**config.mk**
```make
export PLATFORM = sky130hd
export DESIGN_NAME = idea_round
export DESIGN_NICKNAME = d
export VERILOG_FILES = /design/src/rtl/idea_pkg.sv /design/src/rtl/idea_round.sv
export SDC_FILE = /design/constraint.sdc
export NUM_CORES = 1
export LEC_CHECK = 0
export ABC_AREA = 1
export BUFFER_PORTS_ARGS = -buffer_cell sky130_fd_sc_hd__buf_4
export CAP_MARGIN = 20
export CORE_MARGIN = 4
export CORE_UTILIZATION = 53
export CTS_CLUSTER_DIAMETER = 200
export DETAILED_ROUTE_END_ITERATION = 12
export PLACE_DENSITY = 0.75
export REMOVE_ABC_BUFFERS = 1
export SETUP_SLACK_MARGIN = 0.4
export SYNTH_ARGS = -nofsm -noshare
export SYNTH_HDL_FRONTEND = slang
export SYNTH_SLANG_ARGS = --single-unit
export TNS_END_PERCENT = 1
```
**constraint.sdc**
```tcl
create_clock -name clk_i -period 10.15 [get_ports clk_i]
set_clock_uncertainty 0.05 [all_clocks]
set_input_delay 0.5075 -clock clk_i [delete_from_list [all_inputs] [get_ports clk_i]]
set_output_delay 0.5075 -clock clk_i [all_outputs]
set_load 0.02 [all_outputs]
```
**src/rtl/idea_pkg.sv**
```systemverilog
// Package with the round key ROM and the modular arithmetic helpers of the cipher core.
package idea_pkg;

  localparam int unsigned WordW   = 16;
  localparam int unsigned BlockW  = 64;
  localparam int unsigned ProdW   = 33;
  localparam int unsigned RomSize = 56;
  localparam int unsigned KeysPerRound = 6;

  typedef logic [WordW-1:0]  word_t;
  typedef logic [BlockW-1:0] block_t;
  typedef logic [ProdW-1:0]  prod_t;

  localparam word_t RoundKeyRom [RomSize] = '{
    16'd12643, 16'd25650, 16'd12644, 16'd13156, 16'd13619, 16'd25136, 16'd13414,
    16'd14691, 16'd25698, 16'd51302, 16'd51306, 16'd26308, 16'd24680, 16'd52338,
    16'd50786, 16'd50888, 16'd52624, 16'd54477, 16'd35008, 16'd53656, 16'd58764,
    16'd50573, 16'd37064, 16'd50576, 16'd39697, 16'd33187, 16'd12747, 16'd6539,
    16'd6945,  16'd37259, 16'd8603,  16'd8617,  16'd18019, 16'd38451, 16'd5686,
    16'd17187, 16'd5699,  16'd13891, 16'd21302, 16'd8963,  16'd26156, 16'd27782,
    16'd17964, 16'd34412, 16'd34470, 16'd27718, 16'd1676,  16'd50988, 16'd3212,
    16'd22796, 16'd55565, 16'd19672, 16'd16582, 16'd28874, 16'd19287, 16'd56017
  };

  // Raw product of two operands, zero standing for 65536.
  function automatic prod_t mul_raw(word_t x, word_t y);
    logic [16:0] ox;
    logic [16:0] oy;
    logic [33:0] p;
    ox = (x == '0) ? 17'h10000 : {1'b0, x};
    oy = (y == '0) ? 17'h10000 : {1'b0, y};
    p  = ox * oy;
    return p[ProdW-1:0];
  endfunction

  // Reduce a raw product modulo 65537: low half minus high half, fold once.
  function automatic word_t mod_red(prod_t p);
    logic [17:0] diff;
    diff = {2'b00, p[15:0]} - {1'b0, p[32:16]};
    if (diff[17]) begin
      diff = diff + 18'd65537;
    end
    return diff[15:0];
  endfunction

endpackage

```
**src/rtl/idea_round.sv**
```systemverilog
// One cipher round as four register stages: key multiplies, then two mix multiplies, then output mix.
module idea_round #(
  parameter int unsigned ROUND = 0
) (
  input  logic             clk_i,
  input  logic             rst_ni,
  input  logic             valid_i,
  output logic             ready_o,
  input  idea_pkg::block_t data_i,
  output logic             valid_o,
  input  logic             ready_i,
  output idea_pkg::block_t data_o
);

  localparam int unsigned Base = idea_pkg::KeysPerRound * ROUND;
  localparam idea_pkg::word_t K0 = idea_pkg::RoundKeyRom[(Base + 0) % idea_pkg::RomSize];
  localparam idea_pkg::word_t K1 = idea_pkg::RoundKeyRom[(Base + 1) % idea_pkg::RomSize];
  localparam idea_pkg::word_t K2 = idea_pkg::RoundKeyRom[(Base + 2) % idea_pkg::RomSize];
  localparam idea_pkg::word_t K3 = idea_pkg::RoundKeyRom[(Base + 3) % idea_pkg::RomSize];
  localparam idea_pkg::word_t K4 = idea_pkg::RoundKeyRom[(Base + 4) % idea_pkg::RomSize];
  localparam idea_pkg::word_t K5 = idea_pkg::RoundKeyRom[(Base + 5) % idea_pkg::RomSize];

  logic [3:0] v_q;
  logic [3:0] rdy;

  idea_pkg::prod_t pa_q, pd_q, pe_q, pf_q;
  idea_pkg::word_t b1_q, c1_q;
  idea_pkg::word_t a2_q, b2_q, c2_q, d2_q;
  idea_pkg::word_t a3_q, b3_q, c3_q, d3_q, e3_q;
  idea_pkg::block_t out_q;

  idea_pkg::word_t a2_d, d2_d, e3_d, f4_d, g4_d, mix3_d;

  // A stage takes new data when it is empty or its successor takes its word.
  assign rdy[3]  = !v_q[3] || ready_i;
  assign rdy[2]  = !v_q[2] || rdy[3];
  assign rdy[1]  = !v_q[1] || rdy[2];
  assign rdy[0]  = !v_q[0] || rdy[1];
  assign ready_o = rdy[0];

  always_ff @(posedge clk_i or negedge rst_ni) begin
    if (!rst_ni) begin
      v_q <= '0;
    end else begin
      if (rdy[0]) v_q[0] <= valid_i;
      if (rdy[1]) v_q[1] <= v_q[0];
      if (rdy[2]) v_q[2] <= v_q[1];
      if (rdy[3]) v_q[3] <= v_q[2];
    end
  end

  assign a2_d   = idea_pkg::mod_red(pa_q);
  assign d2_d   = idea_pkg::mod_red(pd_q);
  assign e3_d   = idea_pkg::mod_red(pe_q);
  assign mix3_d = (b2_q ^ d2_q) + e3_d;
  assign f4_d   = idea_pkg::mod_red(pf_q);
  assign g4_d   = e3_q + f4_d;

  always_ff @(posedge clk_i) begin
    if (rdy[0] && valid_i) begin
      pa_q <= idea_pkg::mul_raw(data_i[63:48], K0);
      b1_q <= data_i[47:32] + K1;
      c1_q <= data_i[31:16] + K2;
      pd_q <= idea_pkg::mul_raw(data_i[15:0], K3);
    end
    if (rdy[1] && v_q[0]) begin
      a2_q <= a2_d;
      b2_q <= b1_q;
      c2_q <= c1_q;
      d2_q <= d2_d;
      pe_q <= idea_pkg::mul_raw(a2_d ^ c1_q, K4);
    end
    if (rdy[2] && v_q[1]) begin
      a3_q <= a2_q;
      b3_q <= b2_q;
      c3_q <= c2_q;
      d3_q <= d2_q;
      e3_q <= idea_pkg::mod_red(pe_q);
      pf_q <= idea_pkg::mul_raw(mix3_d, K5);
    end
    if (rdy[3] && v_q[2]) begin
      // middle words come out swapped
      out_q <= {a3_q ^ f4_d, c3_q ^ f4_d, b3_q ^ g4_d, d3_q ^ g4_d};
    end
  end

  assign valid_o = v_q[3];
  assign data_o  = out_q;

endmodule

```
Word-level counts from Yosys, hierarchy flattened. Index checks and enable logic that the tools add are counted.

Muxes and demuxes: 8. Reductions and logical operators: 16. Multiply operators: 4. Bitwise gates (word level): 6. $add $sub $neg: 12.

Operator list (count): $xor 16x16->16 (6); $mux 17 (4); $add 16x1->16 const B (4); $logic_not 16->1 (4); $mux 16 (4); $mul 17x14->31 const B (2); $sub 16x15->17 (3); $add 16x16->16 (2); $mul 17x12->29 const B (1); $mul 17x11->28 const B (1); $sub 16x16->17 (1); $add 16x14->16 const B (1); $add 16x15->16 const B (1); $logic_and 1x1->1 (4); $logic_not 1->1 (4); $logic_or 1x1->1 (4).

Logic and storage cells: 66. Register bits: 363. Output and inout port bits: 66.

Depth between registers and ports, before layout.
Depth after elaboration: 7. Gate-level depth with buffers: 52. Gate-level depth less buffers: 52.

Worst setup path after synthesis. Ideal clock, no wire load.

Kind: reg-to-reg. Start point: register pe_q[0]. End point: register pf_q[29], data pin. Arrival: 7.517 ns. Period minus slack after synthesis: 7.828 ns. Slack: 2.322 ns. Cell stages (with the launch flop): 48. Required time: 9.838 ns. Library setup time: 0.262 ns. Cell sequence: edfxtp_1 inv_1 ha_1 inv_1 fa_1 nand3_1 nand2_1 nand2_1 nand2_1 nand3_1 nand2_1 nand2_1 nand2_1 nor2_1 nand3b_1 nor2_1 nand2_1 o21ai_0 [... 12 more ...] ha_1 inv_1 fa_1 inv_1 ha_1 inv_1 fa_1 fa_1 inv_1 ha_1 a21oi_1 o21a_1 o21bai_1 a21oi_1 o21ai_1 a21boi_0 o21ai_1 xor2_1.

Word-level cells in the longest chain between the ends: 7.

RTL lines: from (decl) (RTL line idea_round.sv:26) `idea_pkg::prod_t pa_q, pd_q, pe_q, pf_q;`; from (signal assigned) (RTL line idea_round.sv:71) `pe_q <= idea_pkg::mul_raw(a2_d ^ c1_q, K4);`; $sub 16x15->17 * (RTL line idea_pkg.sv:39) `diff = {2'b00, p[15:0]} - {1'b0, p[32:16]};`; $add 16x1->16 (RTL line idea_pkg.sv:41) `diff = diff + 18'd65537;`; $mux 16 * (RTL line idea_pkg.sv:40) `if (diff[17]) begin`; via e3_d[8] (RTL line idea_round.sv:32) `idea_pkg::word_t a2_d, d2_d, e3_d, f4_d, g4_d, mix3_d;`; $add 16x16->16 * (RTL line idea_round.sv:55) `assign mix3_d = (b2_q ^ d2_q) + e3_d;`; $logic_not 16->1 (RTL line idea_pkg.sv:30) `ox = (x == '0) ? 17'h10000 : {1'b0, x};`; $mux 17 * (RTL line idea_pkg.sv:30); $mul 17x11->28 * (RTL line idea_pkg.sv:32) `p = ox * oy;`; to (signal assigned) (RTL line idea_round.sv:79) `pf_q <= idea_pkg::mul_raw(mix3_d, K5);`; to (decl) (RTL line idea_round.sv:26).

Mark *: on every way through the listed nets, which the timed path passes. The rest lies on a longest branch. A chain may end at the register's enable or synchronous reset.

Final worst setup path.
Start point: register pe_q[0]. End point: register pf_q[24], data pin.

Same word-level chain as after synthesis.

==> impl_results.md <==
* Fin util at 0.588
* Fmax at 114 MHz
* Placed inst area at 0.0366 mm²
* Critical path data arrival time at 9020 ps
* CP dominant cell by count: nand2_1
* Num CTS Buffers at 38
* Largest net degree at the start of global routing at 77
* Combinational family with the most area after synthesis: adder cells
* Most frequent cells in the layout: 802 x inv_1, 559 x nand2_1, 535 x ha_1
* Mux cell area share after synthesis at 0
* Clock Tree Root: clkbuf_16
* Worst-path fanout max at 5
* Flops & latches, synth at 363
* Final wirelength at 75.1 mm
* Post-synth EDFFs at 359
* Final min period at 8780 ps
* Antenna violations before repair at 1
* Hold Crit Depth at 1
* Io pins at 134
* Final hold violations at 0
* Ys flop type: edfxtp_1
* Setup Buffers After CTS at 0
* Worst Setup End Kind: register
* Die width at 263 µm
* Slew Viols, Final at 0
* Net count, final at 4680
* Vias at 24265
* Mean post-synth cell area at 9.41 µm²
* Slowest cell on the critical path: fa_1
* WP data required at 10390 ps
* Fin crit share at 0.865
* XOR/XNOR Fraction of Synth Area at 0.0767
* # clock sinks at 363
* Vias in the first global route at 24735
* Max-cap viol count at 0
* Final Wtd Congestion at 0.912
* Setup TNS at 0 ps
* Max_slew headroom at 0.295
* Max clock buf depth at 3
* Ant. Diodes at 0
* Fraction of layout cells with a size suffix above 1 at 0.0648
* Port Buf Inserts at 133
* Yosys Warn Count at 0
* Hold crit path type: in2reg
* Worst setup path category: reg2reg
* Final Worst Setup Slack at 1370 ps
* R2R cell count at 48
* Worst-Margin Slew at 1060 ps
* Initial Util at 0.535
* First-pass GRT wire length at 125 mm
* Final instance area at 0.0379 mm²
* Routed Antenna Nets at 0
* Critical path startpoint category: register
* Clk_lat worst skew at 560 ps
* CTS tree: yes
* Max incr delay on CP at 560 ps
* Gate Count Post-Synth at 3666
* Cell row count at 93
* Post-synthesis adder-cell area fraction at 0.328
* H-tree levels at 2
* Die area at 0.0692 mm²
* Post-Synthesis Cell Area at 0.0345 mm²
* WL/cell at 15.9 µm
* Area growth from synthesis to layout at 9.92%
* Dpl hpwl at 63.2 mm
* Core area at 0.0645 mm²
* Yosys top cell by area: edfxtp_1
* Status: finished clean
* RSZ-0062 raised after global routing: yes
* Area share of and/or/nand/nor cells after synthesis at 0.131
* Synth cell types at 52
* Pre-Repair DR Iteration Count at 6
* Post-synth top area share at 0.313
* Place WS at 1360 ps
* Most common cell after layout, fill and taps aside: inv_1
* DR vias/cell at 5.13
* Share of the yosys chip area belonging to registers at 0.316
* Initial DRC count at 1620
* Drc violations at 0
* Die H at 263 µm
* Synth async-reset ratio at 0.0110
* Remaining Overflow, GRT at 0
* CTS clock-pin slew for the worst setup and hold paths at 60 ps
* Post-synthesis compound-gate area fraction at 0.0593
* GR Util All Layers at 0.220
* Final setup viols at 0
* Top post-synthesis cells by area: edfxtp_1 31%, ha_1 19%, fa_1 13%, inv_1 8.8%, nand2_1 6.1%
logic make-up (layout without fill, tap and decap cells):
group / Yosys count / in the layout
flip-flops: 363 / 363
adder cells (fa/ha/maj): 766 / 766
AO/OA/AOI/OAI: 358 / 358
buffers and inverters: 813 / 1016
AND/OR/NAND/NOR: 1063 / 1063
other: 2 / 6
XOR/XNOR: 301 / 301
state kept, by name, summed over array words and instances (netlist names), 28 cells and up:
| name | count |
|---|---|
| pe_q | 31 |
| pd_q | 29 |
| pf_q | 28 |
| data_o | 64 |
| pa_q | 31 |
what timing repair did:
item                                    CTS  global route
endpoints found under the setup margin    0             3
endpoints found under the hold margin     4             0
gates resized for setup                   0             2
hold buffers                              1             0
worst max-delay path, delay by kind of cell, from the launching register on:
kind / cells / cell delay, ps
flip-flops: 1 / 360
buffers and inverters: 8 / 500
AND/OR/NAND/NOR: 22 / 2680
AO/OA/AOI/OAI: 8 / 1390
XOR/XNOR: 1 / 100
adder cells (fa/ha/maj): 9 / 3440
metrics by stage:
step / instances / hold WS (ps)
after floorplan: 3666 / 162
after global placement: 4660 / 256
after detailed placement: 4660 / 258
after CTS: 4728 / 45.2
after global routing: 4728 / 56.1
final: 4728 / 73.2
worst paths after layout:
kind                                 start       end  slack, ps
worst max-delay path               pe_q[0]  pf_q[24]       1370
worst min-delay path            data_i[16]   c1_q[0]         70
worst max register to register     pe_q[0]  pf_q[24]       1370
worst min register to register     c2_q[3]   c3_q[3]        370
max in group asynchronous           rst_ni    v_q[2]       9700
min in group asynchronous           rst_ni    v_q[0]        250
per-layer routing:
metal  part of all wire  track usage  wire length, µm
met5                  0            0                0
met4              0.025       0.0554             1880
met2               0.49        0.387            37000
met3              0.040       0.0212             3000
met1               0.44        0.294            33300
synthesized netlist by cell type, types with 2 or more instances:
cell,number
dfrtp_1,4
o21ai_1,4
inv_2,3
fa_1,231
o211ai_1,10
nor4_1,3
o31ai_1,3
a31oi_1,14
xnor2_1,102
o21ai_0,80
inv_1,804
nand2_1,559
nand3b_1,12
o21a_1,13
nor3b_1,8
a21boi_0,9
conb_1,2
clkinv_1,2
nor2_4,2
xor2_1,198
o21bai_1,18
ha_1,535
or2_2,3
nor2_2,16
nor2_1,219
a21oi_1,177
edfxtp_1,359
a21o_1,6
a21oi_2,5
nor3_1,29
nand2_2,12
nand4_1,34
a211oi_1,3
o221ai_1,6
and2_1,4
nand3_1,155
o2111ai_1,4
nand3_2,4
cell type report:
class,count,area (µm²)
fillers,5515,26600
inverters,809,3040
flip-flops and latches,363,10900
repair buffers,140,1050
clock inverters,26,303
multi-input cells,2494,20600
well taps,855,1070
clock buffers,41,983
Power is left out: the tool's default activity adds up to more than one toggle a clock period on the data nets, which glitch-free logic cannot reach.
